**config.mk**
```make
export PLATFORM = sky130hd
export DESIGN_NAME = dns_resource_record_parser_flat
export DESIGN_NICKNAME = d
export VERILOG_FILES = /design/src/design/dnsrr_pkg.sv /design/src/design/dnsrr_in_if.sv /design/src/design/dnsrr_out_if.sv /design/src/design/dns_resource_record_parser.sv /design/src/flat_wrapper.sv
export SDC_FILE = /design/constraint.sdc
export NUM_CORES = 1
export LEC_CHECK = 0
export ABC_AREA = 1
export BUFFER_PORTS_ARGS = -buffer_cell sky130_fd_sc_hd__clkbuf_2
export CORE_MARGIN = 3
export CORE_UTILIZATION = 55
export CTS_CLUSTER_DIAMETER = 150
export DETAILED_ROUTE_END_ITERATION = 7
export PLACE_DENSITY = 0.83
export SLEW_MARGIN = 10
export SYNTH_ARGS = -nofsm -noshare
export SYNTH_HDL_FRONTEND = slang
export SYNTH_SLANG_ARGS = --single-unit
```
**constraint.sdc**
```tcl
create_clock -name clk_i -period 6.1 [get_ports clk_i]
set_clock_uncertainty 0.05 [all_clocks]
set_input_delay 0.61 -clock clk_i [delete_from_list [all_inputs] [get_ports clk_i]]
set_output_delay 0.61 -clock clk_i [all_outputs]
set_load 0.02 [all_outputs]
```
**src/design/dnsrr_pkg.sv**
```systemverilog
`timescale 1ns / 1ps
`default_nettype none

package dnsrr_pkg;

  // Longest dotted owner name, in characters, that the parser accepts.
  localparam logic [7:0] NAME_MAX = 8'd255;

  // Either of the two top bits of a length byte marks a compression pointer.
  localparam logic [7:0] PTR_MASK = 8'hC0;
  localparam logic [15:0] CLASS_IN = 16'd1;
  localparam logic [7:0] DOT_CHAR = 8'h2E;

  // Type, class, TTL and rdlength follow the name.
  localparam int FIXED_BYTES = 2 + 2 + 4 + 2;
  localparam logic [3:0] FIXED_LAST = 4'(FIXED_BYTES - 1);
  localparam logic [3:0] TYPE_END = 4'd2;
  localparam logic [3:0] CLASS_END = 4'd4;
  localparam logic [3:0] TTL_END = 4'd8;

  typedef enum logic [1:0] {
    KIND_NAME_CHAR = 2'd0,
    KIND_RDATA     = 2'd1,
    KIND_DONE      = 2'd2,
    KIND_ERROR     = 2'd3
  } kind_e;

  typedef enum logic [1:0] {
    ERR_NONE       = 2'd0,
    ERR_INCOMPLETE = 2'd1,
    ERR_CLASS      = 2'd2,
    ERR_NAME_LONG  = 2'd3
  } err_e;

  typedef enum logic [6:0] {
    PH_FIRST = 7'b0000001,
    PH_NEXT  = 7'b0000010,
    PH_LABEL = 7'b0000100,
    PH_PTR2  = 7'b0001000,
    PH_FIXED = 7'b0010000,
    PH_RDATA = 7'b0100000,
    PH_DRAIN = 7'b1000000
  } phase_e;

  typedef struct packed {
    kind_e       kind;
    logic [7:0]  out_byte;
    logic [15:0] record_type;
    logic [31:0] time_to_live;
    logic [15:0] data_length;
    logic [7:0]  name_length;
    err_e        error_code;
  } result_t;

endpackage

`default_nettype wire

```
**src/design/dnsrr_in_if.sv**
```systemverilog
`timescale 1ns / 1ps
`default_nettype none

interface dnsrr_in_if;
  logic       valid;
  logic       ready;
  logic [7:0] in_byte;
  logic       buffer_end;

  modport source (output valid, output in_byte, output buffer_end, input ready);
  modport sink (input valid, input in_byte, input buffer_end, output ready);
endinterface

`default_nettype wire

```
**src/design/dnsrr_out_if.sv**
```systemverilog
`timescale 1ns / 1ps
`default_nettype none

interface dnsrr_out_if;
  logic               valid;
  logic               ready;
  dnsrr_pkg::kind_e   kind;
  logic [7:0]         out_byte;
  logic [15:0]        record_type;
  logic [31:0]        time_to_live;
  logic [15:0]        data_length;
  logic [7:0]         name_length;
  dnsrr_pkg::err_e    error_code;

  modport source (
    output valid, output kind, output out_byte, output record_type,
    output time_to_live, output data_length, output name_length,
    output error_code, input ready
  );
  modport sink (
    input valid, input kind, input out_byte, input record_type,
    input time_to_live, input data_length, input name_length,
    input error_code, output ready
  );
endinterface

`default_nettype wire

```
**src/design/dns_resource_record_parser.sv**
```systemverilog
`timescale 1ns / 1ps
`default_nettype none

// Streaming parser for the answer section of a DNS message.
// Bytes arrive on in_i, one request per byte, with buffer_end set on the
// last byte of the buffer. Each byte yields at most one result on out_o:
// a name character or dot, an rdata byte, a record done summary (type,
// TTL, rdlength, name length, sent on the final rdlength byte, before the
// rdata), or an error. The first length byte of a name, pointer bytes and
// most fixed-field bytes yield nothing; later length bytes yield a dot.
// After an error bytes are dropped up to the end of the buffer.
// Throughput is one byte per cycle while the skid register is empty: the
// per-byte parse step is a few levels of logic between the parse state
// and the output register, which drives the results on out_o.
// A skid register behind the output register lets one more byte be taken
// while the receiver stalls; in_i.ready drops only while that skid
// register is full.
// Reset empties both result registers and returns the parser to the
// start of a record, expecting the first name length byte.
module dns_resource_record_parser (
  input  wire logic clk_i,
  input  wire logic rst_ni,
  dnsrr_in_if.sink    in_i,
  dnsrr_out_if.source out_o
);
  import dnsrr_pkg::*;

  phase_e      phase_q, phase_d;
  logic [7:0]  label_rem_q, label_rem_d;
  logic [3:0]  fcnt_q, fcnt_d;
  logic [7:0]  name_cnt_q, name_cnt_d;
  logic [15:0] type_q, type_d;
  logic [15:0] class_q, class_d;
  logic [31:0] ttl_q, ttl_d;
  logic [15:0] rdlen_q, rdlen_d;
  logic [15:0] rdrem_q, rdrem_d;

  logic        out_vld_q, skid_vld_q;
  result_t     out_q, skid_q;

  logic        accept;
  logic        out_free;
  logic [7:0]  b;
  logic        last;
  err_e        err;
  logic        has_kind;
  kind_e       kind;
  logic [7:0]  ob;
  logic        complete;
  logic        dropped;
  logic        produce;
  result_t     res;
  phase_e      len_phase;

  assign accept   = in_i.valid && in_i.ready;
  assign out_free = !out_vld_q || out_o.ready;
  assign b        = in_i.in_byte;
  assign last     = in_i.buffer_end;

  // Phase that a name length byte leads to.
  always_comb begin
    if ((b & PTR_MASK) != 8'd0) begin
      len_phase = PH_PTR2;
    end else if (b == 8'd0) begin
      len_phase = PH_FIXED;
    end else begin
      len_phase = PH_LABEL;
    end
  end

  always_comb begin
    phase_d     = phase_q;
    label_rem_d = label_rem_q;
    fcnt_d      = fcnt_q;
    name_cnt_d  = name_cnt_q;
    type_d      = type_q;
    class_d     = class_q;
    ttl_d       = ttl_q;
    rdlen_d     = rdlen_q;
    rdrem_d     = rdrem_q;
    err         = ERR_NONE;
    has_kind    = 1'b0;
    kind        = KIND_NAME_CHAR;
    ob          = 8'd0;
    complete    = 1'b0;
    dropped     = 1'b0;

    unique case (phase_q)
      PH_FIRST: begin
        name_cnt_d = 8'd0;
        type_d     = 16'd0;
        class_d    = 16'd0;
        ttl_d      = 32'd0;
        rdlen_d    = 16'd0;
        rdrem_d    = 16'd0;
        phase_d    = len_phase;
        if (len_phase == PH_FIXED) fcnt_d = 4'd0;
        if (len_phase == PH_LABEL) label_rem_d = b;
      end
      PH_NEXT: begin
        if (name_cnt_q >= NAME_MAX) begin
          err = ERR_NAME_LONG;
        end else begin
          has_kind   = 1'b1;
          kind       = KIND_NAME_CHAR;
          ob         = DOT_CHAR;
          name_cnt_d = name_cnt_q + 8'd1;
          phase_d    = len_phase;
          if (len_phase == PH_FIXED) fcnt_d = 4'd0;
          if (len_phase == PH_LABEL) label_rem_d = b;
        end
      end
      PH_LABEL: begin
        if (name_cnt_q >= NAME_MAX) begin
          err = ERR_NAME_LONG;
        end else begin
          has_kind   = 1'b1;
          kind       = KIND_NAME_CHAR;
          ob         = b;
          name_cnt_d = name_cnt_q + 8'd1;
          if (label_rem_q <= 8'd1) begin
            label_rem_d = 8'd0;
            phase_d     = PH_NEXT;
          end else begin
            label_rem_d = label_rem_q - 8'd1;
          end
        end
      end
      PH_PTR2: begin
        phase_d = PH_FIXED;
        fcnt_d  = 4'd0;
      end
      PH_FIXED: begin
        priority if (fcnt_q < TYPE_END) begin
          type_d = {type_q[7:0], b};
        end else if (fcnt_q < CLASS_END) begin
          class_d = {class_q[7:0], b};
        end else if (fcnt_q < TTL_END) begin
          ttl_d = {ttl_q[23:0], b};
        end else begin
          rdlen_d = {rdlen_q[7:0], b};
        end
        if (fcnt_q >= FIXED_LAST) begin
          fcnt_d = 4'd0;
          if (class_d != CLASS_IN) begin
            err = ERR_CLASS;
          end else begin
            has_kind = 1'b1;
            kind     = KIND_DONE;
            rdrem_d  = rdlen_d;
            if (rdlen_d == 16'd0) begin
              complete = 1'b1;
              phase_d  = PH_FIRST;
            end else begin
              phase_d = PH_RDATA;
            end
          end
        end else begin
          fcnt_d = fcnt_q + 4'd1;
        end
      end
      PH_RDATA: begin
        has_kind = 1'b1;
        kind     = KIND_RDATA;
        ob       = b;
        if (rdrem_q <= 16'd1) begin
          rdrem_d  = 16'd0;
          complete = 1'b1;
          phase_d  = PH_FIRST;
        end else begin
          rdrem_d = rdrem_q - 16'd1;
        end
      end
      default: begin
        // Dropping bytes after an error; unused codes behave the same.
        dropped = 1'b1;
        phase_d = last ? PH_FIRST : PH_DRAIN;
      end
    endcase

    if (!dropped && err == ERR_NONE && last && !complete) begin
      err = ERR_INCOMPLETE;
    end
    if (err != ERR_NONE) begin
      phase_d = last ? PH_FIRST : PH_DRAIN;
    end
  end

  always_comb begin
    res = '0;
    produce = 1'b0;
    if (err != ERR_NONE) begin
      produce        = 1'b1;
      res.kind       = KIND_ERROR;
      res.error_code = err;
    end else if (has_kind) begin
      produce  = 1'b1;
      res.kind = kind;
      if (kind == KIND_DONE) begin
        res.record_type  = type_d;
        res.time_to_live = ttl_d;
        res.data_length  = rdlen_d;
        res.name_length  = name_cnt_d;
      end else begin
        res.out_byte = ob;
      end
    end
  end

  always_ff @(posedge clk_i or negedge rst_ni) begin
    if (!rst_ni) begin
      phase_q     <= PH_FIRST;
      label_rem_q <= 8'd0;
      fcnt_q      <= 4'd0;
      name_cnt_q  <= 8'd0;
      type_q      <= 16'd0;
      class_q     <= 16'd0;
      ttl_q       <= 32'd0;
      rdlen_q     <= 16'd0;
      rdrem_q     <= 16'd0;
    end else if (accept) begin
      phase_q     <= phase_d;
      label_rem_q <= label_rem_d;
      fcnt_q      <= fcnt_d;
      name_cnt_q  <= name_cnt_d;
      type_q      <= type_d;
      class_q     <= class_d;
      ttl_q       <= ttl_d;
      rdlen_q     <= rdlen_d;
      rdrem_q     <= rdrem_d;
    end
  end

  // Output register with a skid register behind it. A byte is accepted
  // only while the skid register is empty.
  always_ff @(posedge clk_i or negedge rst_ni) begin
    if (!rst_ni) begin
      out_vld_q  <= 1'b0;
      skid_vld_q <= 1'b0;
    end else if (out_free) begin
      if (skid_vld_q) begin
        out_vld_q  <= 1'b1;
        skid_vld_q <= 1'b0;
      end else begin
        out_vld_q <= accept && produce;
      end
    end else if (accept && produce) begin
      skid_vld_q <= 1'b1;
    end
  end

  always_ff @(posedge clk_i) begin
    if (out_free) begin
      if (skid_vld_q) begin
        out_q <= skid_q;
      end else if (accept && produce) begin
        out_q <= res;
      end
    end else if (accept && produce) begin
      skid_q <= res;
    end
  end

  assign in_i.ready         = !skid_vld_q;
  assign out_o.valid        = out_vld_q;
  assign out_o.kind         = out_q.kind;
  assign out_o.out_byte     = out_q.out_byte;
  assign out_o.record_type  = out_q.record_type;
  assign out_o.time_to_live = out_q.time_to_live;
  assign out_o.data_length  = out_q.data_length;
  assign out_o.name_length  = out_q.name_length;
  assign out_o.error_code   = out_q.error_code;

  a_skid_behind_out: assert property (@(posedge clk_i) disable iff (!rst_ni)
    skid_vld_q |-> out_vld_q)
    else $error("skid register holds a result while the output register is empty");

  a_error_has_code: assert property (@(posedge clk_i) disable iff (!rst_ni)
    (out_vld_q && out_q.kind == KIND_ERROR) |-> (out_q.error_code != ERR_NONE))
    else $error("error result without an error code");

  a_label_nonzero: assert property (@(posedge clk_i) disable iff (!rst_ni)
    (phase_q == PH_LABEL) |-> (label_rem_q != 8'd0))
    else $error("label phase with no label bytes left");

  a_rdata_nonzero: assert property (@(posedge clk_i) disable iff (!rst_ni)
    (phase_q == PH_RDATA) |-> (rdrem_q != 16'd0))
    else $error("rdata phase with no rdata bytes left");

  a_stall_takes_one: assert property (@(posedge clk_i) disable iff (!rst_ni)
    (out_vld_q && !out_o.ready && accept && produce) |=> skid_vld_q)
    else $error("result taken during a stall was not held in the skid register");

endmodule

`default_nettype wire

```
**src/flat_wrapper.sv**
```systemverilog
// flat-port wrapper written by rule: the top's interface ports become plain ports
module dns_resource_record_parser_flat import dnsrr_pkg::*;
  (clk_i, rst_ni, in_i_valid, in_i_in_byte, in_i_buffer_end, in_i_ready, out_o_valid, out_o_kind, out_o_out_byte, out_o_record_type, out_o_time_to_live, out_o_data_length, out_o_name_length, out_o_error_code, out_o_ready);
  dnsrr_in_if in_i_i ();
  dnsrr_out_if out_o_i ();
  input  wire logic clk_i;
  input  wire logic rst_ni;
  input wire logic [$bits(in_i_i.valid)-1:0] in_i_valid;
  input wire logic [$bits(in_i_i.in_byte)-1:0] in_i_in_byte;
  input wire logic [$bits(in_i_i.buffer_end)-1:0] in_i_buffer_end;
  output wire logic [$bits(in_i_i.ready)-1:0] in_i_ready;
  output wire logic [$bits(out_o_i.valid)-1:0] out_o_valid;
  output wire logic [$bits(out_o_i.kind)-1:0] out_o_kind;
  output wire logic [$bits(out_o_i.out_byte)-1:0] out_o_out_byte;
  output wire logic [$bits(out_o_i.record_type)-1:0] out_o_record_type;
  output wire logic [$bits(out_o_i.time_to_live)-1:0] out_o_time_to_live;
  output wire logic [$bits(out_o_i.data_length)-1:0] out_o_data_length;
  output wire logic [$bits(out_o_i.name_length)-1:0] out_o_name_length;
  output wire logic [$bits(out_o_i.error_code)-1:0] out_o_error_code;
  input wire logic [$bits(out_o_i.ready)-1:0] out_o_ready;
  assign in_i_i.valid = in_i_valid;
  assign in_i_i.in_byte = in_i_in_byte;
  assign in_i_i.buffer_end = in_i_buffer_end;
  assign in_i_ready = in_i_i.ready;
  assign out_o_valid = out_o_i.valid;
  assign out_o_kind = out_o_i.kind;
  assign out_o_out_byte = out_o_i.out_byte;
  assign out_o_record_type = out_o_i.record_type;
  assign out_o_time_to_live = out_o_i.time_to_live;
  assign out_o_data_length = out_o_i.data_length;
  assign out_o_name_length = out_o_i.name_length;
  assign out_o_error_code = out_o_i.error_code;
  assign out_o_i.ready = out_o_ready;
  dns_resource_record_parser u_core (.clk_i(clk_i), .rst_ni(rst_ni), .in_i(in_i_i), .out_o(out_o_i));
endmodule
```
==> results of run 1 <==
## routing by layer
layer  share of wire [%]  up-vias  track usage, %
li1                    -     5761               -
met1                  40     5791            33.4
met2                  48      673            41.0
met3                 9.6       87            4.89
met4                 2.6        0            8.11
met5                   0        -               0
## per-stage QoR
stage	power (W)	hold slack, ns	instance area, um2
6_report	0.00730	0.190	16200
2_1_floorplan	0.00486	0.264	14600
3_5_place_dp	0.00548	0.427	15300
5_1_grt	0.00773	0.291	16200
4_1_cts	0.00726	0.247	16200
3_3_place_gp	0.00536	0.425	15300
## worst max-delay path by stage
stage                     slack [ns]                            to               from  cells after the start
after floorplan                 0.09              u_core.skid_q[0]   u_core.fcnt_q[1]                     13
after global placement          1.86  u_core.out_o.data_length[13]  u_core.phase_q[3]                     13
after detailed placement        1.75  u_core.out_o.data_length[11]  u_core.phase_q[3]                     13
after CTS                       1.72  u_core.out_o.data_length[11]  u_core.phase_q[3]                     13
after global routing            1.32   u_core.out_o.name_length[0]  u_core.phase_q[3]                     13
final                           1.65   u_core.out_o.name_length[0]  u_core.phase_q[3]                     13
## layout make-up
class	count	area, um2	area share [%]
Clock buffer	40	847	5.22
Clock inverter	13	114	0.702
Inverter	222	837	5.16
Multi-Input combinational cell	1094	5190	32.0
Sequential cell	293	8180	50.4
Tap cell	335	419	2.59
Timing Repair Buffer	115	633	3.90
## layout by cell type (no fill, tap or decap), types with 29 or more instances in the layout
master,Yosys,final
nand4_1,82,82
o21ai_0,198,198
clkbuf_2,0,97
inv_1,212,212
a21oi_1,34,33
nor2_1,149,147
dfrtp_1,124,123
clkbuf_16,0,29
o22ai_1,64,64
nand2_1,443,443
nand3_1,48,48
edfxtp_1,168,168
## logic make-up after synthesis
kind of cell | synth area share (%)
simple gates | 22.0
compound gates | 11.6
buf+inv | 8.90
flops | 55.8
xor+xnor | 0.897
fa+ha+maj | 0.684
mux | 0.0769
## state kept, by name (all words and copies together) (netlist names), 8 cells and up
name,count
u_core.out_o.time_to_live,32
u_core.name_cnt_q,8
u_core.rdlen_q,16
u_core.out_o.name_length,8
u_core.skid_q,84
u_core.rdrem_q,16
u_core.type_q,16
u_core.out_o.out_byte,8
u_core.out_o.data_length,16
u_core.label_rem_q,8
u_core.ttl_q,32
u_core.out_o.record_type,16
u_core.class_q,16
## power by group through the flow
stage	clock network [W]	logic, W	registers, W
6_report	0.00178	0.00262	0.00290
3_5_place_dp	0	0.00255	0.00292
4_1_cts	0.00179	0.00258	0.00289
3_3_place_gp	0	0.00246	0.00289
2_1_floorplan	0	0.00186	0.00300
5_1_grt	0.00188	0.00291	0.00295
==> out/metrics.yaml, run 1 <==
status: "finished, final reports clean"
arrival_ns: 4.60
syn_area_um2: 14600
ctsResizeCount: 0
finalMaxSlewViolations: 0
clkSinkCount: 293
synth_cell_types: 46
power.switching_w: 0.00292
worst_slew_pin_slew_ns: 1.06
die_w_um: 169
maxCapViolations: 0
grt_usage_pct: 24.8
insertion_delay_ns: 0.54
antenna_cells: 0
vias: 12300
numCtsBuffers: 29
relSlewSlack_pct: 29.1
layout-drive-gt1-share_pct: 11.0
max_freq_mhz: 225
htreeDepth: 1
reg2reg_from: "u_core.phase_q[3]"
slowest_delay_ns: 0.81
syn2layout_area_growth_pct: 10.8
fp-row-count: 59
detail_route.wl_per_cell_um: 17.4
async_flop_share_pct: 42.7
finalSetupTns_ns: 0
rr_worst_depth: 13
cp.required_ns: 6.24
syn_nets: 1724
place_hpwl_um: 23500
post-route-util_pct: 62.0
wirelength_um: 36700
crit_slowest_cell: "a21oi_4"
ys_warn_count: 0
antenna_found_initial: 0
synth-edff-count: 168
critPathTopFamily: "simple AND/OR/NAND/NOR gates"
min_period_over_period_pct: 73.0
min_period_ns: 4.45
finalNonFillerCells: 2112
ys_seq_area_share_pct: 55.8
hold_buffers: 0
timing.critical_path.cells: "nor2_1, nand2_1, inv_1, nand3_1, inv_2, buf_4, nand3_1, nand2_1, inv_1, nand3_1, nand2_1, a21oi_4, buf_12"
cts_tree: "done"
worstSetupPathType: "flip-flop to flip-flop"
drt-initial-drc-count: 1792
die_h_um: 169
dp_cells: 2059
cts_root_buffer: "clkbuf_16"
synth.area.top_cells: "edfxtp_1 34%, dfrtp_1 21%, nand2_1 11%, o21ai_0 6.8%, inv_1 5.4%"
crit_path_max_fanout: 60
rsz0062_at_grt: "false"
num-fill-cells: 2090
grt_pass1_vias: 11800
synth_top_area_share_pct: 34.5
synthCells: 1703
synth_most_common_cell: "nand2_1"
synth_flop_cell: "edfxtp_1"
synth_common_cells: "443 x nand2_1, 212 x inv_1, 198 x o21ai_0"
crit_path_start_kind: "flip-flop"
powerDensity_nw_per_um2: 450
p_comb_share_pct: 35.9
cp-end-kind: "flip-flop"
p_leak_nw: 6.76
setup_viol: 0
rr_endpoint: "u_core.out_o.name_length[0]"
portBuffers: 98
synth.avg_cell_area_um2: 8.60
r2r_setup_slack_ns: 1.65
drc: 0
swShare_pct: 40.0
ant_nets: 0
clockBufferDepth: 3
ys_ff_latch: 293
yosysTopAreaCell: "edfxtp_1"
dr.pass1.iters: 6
clk_pin_slew_ns: 0.06
place_congestion: 0.922
worstHoldPathType: "primary input to asynchronous set/reset pin"
place_ws_ns: 1.75
vdd_drop_max_uv: 227
viasPerCell: 5.83
dieArea_um2: 28600
power.share.clock_pct: 24.4
internal_power_w: 0.00438
seq_power_share_pct: 39.7
io_pins: 99
grt-ovfl-total: 0
core_um2: 26100
worst_slack_ns: 1.65
worst-path-buf-inv: 5
post_cts_buffers: 0
start_util_pct: 56.0
grt_first_pass_wirelength_um: 58300
grt_max_degree: 91
finalHoldViolCount: 0
fin_nets: 1776
Power figures use the tool's default switching activity.
==> run 2: changes to the inputs <==
ABC_AREA = 0   (was 1)
CORE_UTILIZATION = 60   (was 55)
PLACE_DENSITY = 0.86   (was 0.83)
clock period = 4.25 ns   (was 6.1 ns; I/O delays follow)
==> out/metrics.yaml, run 2 <==
syn_nets: 1290  # -25%
ant_nets: 0  # unchanged
fp-row-count: 54  # -8.5%
synth_top_area_share_pct: 36.8  # +2.4 points
arrival_ns: 3.75  # -0.85 ns
finalSetupTns_ns: 0  # unchanged
synth.avg_cell_area_um2: 10.8  # +26%
final_common_cell: "edfxtp_1"
worstHoldPathType: "primary input to flip-flop"
synth_cell_types: 62  # +35%
largest-register: "u_core.skid_q"
multi_input_area_um2: 5110  # -1.5%
post_cts_buffers: 0  # unchanged
ys_ff_latch: 293  # unchanged
internal_power_w: 0.00523  # +19%
htreeDepth: 1  # unchanged
cp.required_ns: 4.42  # -1.82 ns
min_period_ns: 3.58  # -0.875 ns
start_util_pct: 61.8  # +5.8 points
antenna_cells: 0  # unchanged
status: "finished, final reports clean"
num-fill-cells: 1529  # -27%
mostFrequentLayoutCells: "168 x edfxtp_1, 165 x nand2_1, 133 x nor2_1"
cts_tree: "done"
swShare_pct: 30.6  # -9.4 points
synth_common_cells: "168 x edfxtp_1, 165 x nand2_1, 134 x nor2_1"
place_congestion: 0.927  # +0.59%
portBuffers: 98  # unchanged
maxCapViolations: 0  # unchanged
vdd_drop_max_uv: 350  # +54%
cp-end-kind: "flip-flop"
rr_endpoint: "u_core.out_o.time_to_live[12]"
crit_path_start_kind: "flip-flop"
finalHoldViolCount: 0  # unchanged
largest_reg_flops: 84  # unchanged
hold-worst-slack_ns: 0.217  # +0.0274 ns
core_um2: 22200  # -15%
setup_viol: 0  # unchanged
yosysTopAreaCell: "edfxtp_1"
drt-initial-drc-count: 1336  # -25%
p_total_w: 0.00753  # +3.2%
postLayoutCellArea_um2: 15400  # -4.8%
insertion_delay_ns: 0.54  # about the same
grt_first_pass_wirelength_um: 52800  # -9.5%
syn_area_um2: 13700  # -6.4%
dpl-instance-area_um2: 14500  # -5.1%
cts_root_buffer: "clkbuf_16"
reg2reg_from: "u_core.phase_q[4]"
dr.pass1.iters: 6  # unchanged
synth-edff-count: 168  # unchanged
grt_max_degree: 81  # -11%
async_flop_share_pct: 42.7  # unchanged
min_period_over_period_pct: 84.2  # +11 points
synthCells: 1269  # -25%
fin_nets: 1346  # -24%
ys_seq_area_share_pct: 59.6  # +3.8 points
seq_power_share_pct: 46.0  # +6.3 points
regArea_um2: 8180  # about the same
worst_slew_pin_slew_ns: 1.07  # +0.00958 ns
clk_pin_slew_ns: 0.06  # about the same
ys_warn_count: 0  # unchanged
detail_route.wl_per_cell_um: 20.2  # +17%
min_path_cells: 3
clockBufferDepth: 3  # unchanged
numCtsBuffers: 29  # unchanged
die_w_um: 157  # -7.1%
clkSinkCount: 293  # unchanged
max_freq_mhz: 280  # +24%
ctsResizeCount: 0  # unchanged
viasPerCell: 6.52  # +12%
antenna_found_initial: 0  # unchanged
grt_usage_pct: 26.5  # +1.7 points
power.switching_w: 0.00231  # -21%
hold_buffers: 1  # +1
worstSetupPathType: "flip-flop to flip-flop"
min-delay-start: "in_i_valid"
rr_worst_depth: 8  # -5
finalMaxSlewViolations: 0  # unchanged
powerDensity_nw_per_um2: 488  # +8.4%
vias: 10600  # -14%
syn2layout_area_growth_pct: 12.7
power.share.clock_pct: 33.6  # +9.2 points
die_h_um: 157  # -7.1%
r2r_setup_slack_ns: 0.67  # -0.98 ns
synth_most_common_cell: "edfxtp_1"
post-route-util_pct: 69.7  # +7.6 points
grt_pass1_vias: 10000  # -15%
relSlewSlack_pct: 28.0  # -1.1 points
layout-drive-gt1-share_pct: 15.2  # +4.2 points
grt-ovfl-total: 0  # unchanged
dieArea_um2: 24700  # -14%
synth_flop_cell: "edfxtp_1"
rsz0062_at_grt: "false"
drc: 0  # unchanged
min_to: "u_core.out_o.valid"
crit_path_max_fanout: 38  # -37%
place_hpwl_um: 21200  # -9.9%
p_comb_share_pct: 20.5  # -15 points
wirelength_um: 32900  # -10%
io_pins: 99  # unchanged
synth.area.top_cells: "edfxtp_1 37%, dfrtp_1 23%, a22oi_1 5.8%, nand2_1 4.5%, o31ai_1 4.4%"
p_leak_nw: 5.73  # -15%
-- run 2: cell types whose count changed after synthesis, sizes merged, moves of 61 or more --
cell / previous run / this run
a22oi: 0 / 106
o31ai: 1 / 80
nand4: 82 / 6
nand2: 451 / 165
inv: 219 / 13
o21ai: 199 / 107
o22ai: 64 / 3
-- run 2: routing by layer --
layer	share of wire, %	wire length (um)	GRT usage, %
met1	41	13300	36.9
met2	48	15700	42.7
met3	9.0	2980	4.26
met4	2.9	949	9.46
met5	0	0	0
-- run 2: how the worst max path moves through the flow --
stage,startpoint,end,slack (ns),depth (start not counted)
after global placement,u_core.phase_q[4],u_core.out_o.time_to_live[12],0.90,8
after global routing,u_core.phase_q[4],u_core.out_o.time_to_live[4],0.33,8
final,u_core.phase_q[4],u_core.out_o.time_to_live[12],0.67,8
after detailed placement,in_i_in_byte[4],u_core.out_o.time_to_live[17],0.74,8
after floorplan,u_core.phase_q[3],u_core.skid_q[0],-0.08,6
after CTS,u_core.phase_q[4],u_core.out_o.time_to_live[4],0.72,8
-- run 2: power groups by stage --
| stage | logic, W | clock network, W | registers [W] |
|---|---|---|---|
| after global routing | 0.00168 | 0.00269 | 0.00349 |
| after detailed placement | 0.00152 | 0 | 0.00351 |
| after floorplan | 0.000904 | 0 | 0.00364 |
| final | 0.00154 | 0.00253 | 0.00346 |
| after CTS | 0.00153 | 0.00257 | 0.00346 |
| after global placement | 0.00148 | 0 | 0.00350 |
-- run 2: layout make-up --
class                           instances  share of cell area (%)
Sequential cell                       293                    53.0
Tap cell                              280                    2.27
Inverter                               13                   0.316
Clock buffer                           45                    5.75
Timing Repair Buffer                  126                    5.14
Clock inverter                          8                   0.470
Multi-Input combinational cell        862                    33.1
-- run 2: through the flow --
step / worst slack, ns / cells
after floorplan: -0.0846 / 1269
final: 0.673 / 1627
after global placement: 0.900 / 1573
after CTS: 0.723 / 1627
after detailed placement: 0.743 / 1573
after global routing: 0.333 / 1627
-- run 2: kinds of logic after synthesis --
| logic type | after synthesis | synth area share, % |
|---|---|---|
| xor gates and xnor gates | 3 | 0.192 |
| AOI/OAI and AO/OA | 415 | 20.5 |
| adders and majority gates | 8 | 0.730 |
| DFF | 293 | 59.6 |
| and+or+nand+nor | 411 | 13.5 |
| muxes | 25 | 1.98 |
| buffers and inverters | 114 | 3.48 |
-- run 2: worst max-delay path, cell delays in order (launching register included) --
cell     delay [ns]
dfrtp_1        0.50
nor4_1         0.33
nand3_1        0.44
o21ai_1        0.58
nor2_1         0.10
nand4_1        0.14
a21oi_1        0.16
a21oi_4        0.63
buf_12         0.29
==> run 3: changes to the inputs <==
clock period = 3.8 ns   (was 4.25 ns; I/O delays follow)
==> out/metrics.yaml, run 3 (synthesis gave the netlist of run 2 again) <==
status: "finished, final reports clean"
rr_worst_depth: 8  # unchanged
mostFrequentLayoutCells: "168 x edfxtp_1, 165 x nand2_1, 133 x nor2_1"
cp.required_ns: 4.00  # -0.42 ns
crit_slowest_cell: "or4_4"
r2r_setup_slack_ns: 0.58  # -0.10 ns
fin_nets: 1356  # +0.74%
syn2layout_area_growth_pct: 13.8
largest_reg_flops: 84  # unchanged
die_w_um: 157  # unchanged
start_util_pct: 61.8  # unchanged
detail_route.wl_per_cell_um: 20.3  # +0.25%
cp-end-kind: "flip-flop"
rsz0062_at_grt: "false"
final_common_cell: "edfxtp_1"
die_h_um: 157  # unchanged
dieArea_um2: 24700  # unchanged
worstSetupEndpoint: "u_core.out_o.time_to_live[28]"
vdd_drop_max_uv: 362  # +3.4%
worstHoldPathType: "primary input to flip-flop"
powerDensity_nw_per_um2: 558  # +14%
finalSetupTns_ns: 0  # unchanged
clockBufferDepth: 3  # unchanged
grt-ovfl-total: 0  # unchanged
insertion_delay_ns: 0.53  # about the same
relSlewSlack_pct: 38.1  # +10 points
crit_cells: 8  # unchanged
io_pins: 99  # unchanged
largest-register: "u_core.skid_q"
rr_endpoint: "u_core.out_o.time_to_live[28]"
drt-initial-drc-count: 1099  # -18%
setup_viol: 0  # unchanged
antenna_cells: 0  # unchanged
timing.critical_path.cells: "or4_4, nor3_4, or4_4, o211ai_4, o2111ai_4, buf_12, buf_4, o31ai_1"
min_period_ns: 3.22  # -0.354 ns
worst_slew_pin_slew_ns: 0.923  # -0.150 ns
crit_path_max_fanout: 21  # -45%
fp-row-count: 54  # unchanged
cts_tree: "done"
grt_first_pass_wirelength_um: 52400  # -0.78%
clk_pin_slew_ns: 0.06  # about the same
p_leak_nw: 5.81  # +1.4%
timing.critical_path.mode_cell: "or4_4"
core_um2: 22200  # unchanged
reg2reg_from: "u_core.phase_q[3]"
drc: 0  # unchanged
slowest_delay_ns: 0.61  # -0.02 ns
startpoint: "u_core.phase_q[3]"
maxCapViolations: 0  # unchanged
vias: 10800  # +2.0%
place_hpwl_um: 21300  # +0.59%
dr.pass1.iters: 7  # +1
grt_max_degree: 85  # +4.9%
min-delay-start: "in_i_valid"
worstSetupPathType: "flip-flop to flip-flop"
finalMaxSlewViolations: 0  # unchanged
post_cts_buffers: 0  # unchanged
wirelength_um: 33200  # +0.87%
min_period_over_period_pct: 84.8  # +0.66 points
place_congestion: 0.976  # +5.2%
ant_nets: 0  # unchanged
grt_pass1_vias: 9859  # -1.7%
grt_usage_pct: 26.2  # -0.28 points
cts_root_buffer: "clkbuf_16"
antenna_found_initial: 0  # unchanged
max_freq_mhz: 310  # +11%
crit_path_start_kind: "flip-flop"
critPathTopFamily: "simple AND/OR/NAND/NOR gates"
hold-worst-slack_ns: 0.182  # -0.0355 ns
portBuffers: 98  # unchanged
viasPerCell: 6.61  # +1.4%
arrival_ns: 3.42  # -0.33 ns
finalHoldViolCount: 0  # unchanged
numCtsBuffers: 29  # unchanged
worst-path-buf-inv: 2  # +1
clkSinkCount: 293  # unchanged
htreeDepth: 1  # unchanged
layout-drive-gt1-share_pct: 15.9  # +0.70 points
[run 3: changes by cell type in the layout (fill, tap and decap cells not counted), sizes merged]
cell,change
clkbuf,-11
buf,+10
bufinv,+6
clkinv,+5
clkinvlp,+1
inv,-1
[run 3: repair_timing]
item / CTS / global route
hold buffers: 1 / 0
hold endpoints to repair: 50 / 0
resized for setup: 0 / 0
[run 3: worst min path at each step]
| stage | endpoint | cells past startpoint |
|---|---|---|
| 6_report | u_core.out_o.valid | 3 |
| 5_1_grt | u_core.out_o.valid | 3 |
| 4_1_cts | u_core.out_o.valid | 3 |
| 3_5_place_dp | u_core.name_cnt_q[6] | 1 |
| 3_3_place_gp | u_core.name_cnt_q[6] | 1 |
| 2_1_floorplan | u_core.class_q[0] | 0 |
[run 3: report_power, final]
group / total [W] / internal [W] / switching, W
sequential: 0.00387 / 0.00369 / 0.000185
clock: 0.00309 / 0.00191 / 0.00118
combinational: 0.00173 / 0.000491 / 0.00124
[run 3: layout make-up]
| cell class | count | area [um2] |
|---|---|---|
| multi-input cells | 862 | 5110 |
| fillers | 1479 | 6570 |
| repair buffers | 136 | 868 |
| clock buffers | 34 | 764 |
| inverters | 13 | 48.8 |
| clock inverters | 19 | 270 |
| well taps | 280 | 350 |
| flip-flops and latches | 293 | 8180 |
[run 3: tightest hold or removal path, cell delays in order]
cell	delay, ns
clkbuf_2	0.10
a21oi_1	0.14
nand2_1	0.10
[run 3: per-layer routing]
layer / share of wire (%) / wire, um / GRT usage (%) / vias up
met4: 3.0 / 995 / 8.35 / 0
met3: 9.0 / 3000 / 4.56 / 91
met1: 41 / 13600 / 36.8 / 5218
met5: 0 / 0 / 0 / -
met2: 47 / 15600 / 42.2 / 624
li1: - / - / - / 4894
[run 3: metrics by stage]
stage / cells / area, um2 / power (W) / setup slack [ns] / util, %
after global routing: 1637 / 15600 / 0.00901 / 0.408 / 70.4
final: 1637 / 15600 / 0.00870 / 0.577 / 70.4
after global placement: 1583 / 14500 / 0.00558 / 0.718 / 65.6
after floorplan: 1269 / 13700 / 0.00509 / -0.535 / -
after CTS: 1637 / 15600 / 0.00870 / 0.606 / 70.4
after detailed placement: 1583 / 14500 / 0.00563 / 0.631 / 65.6
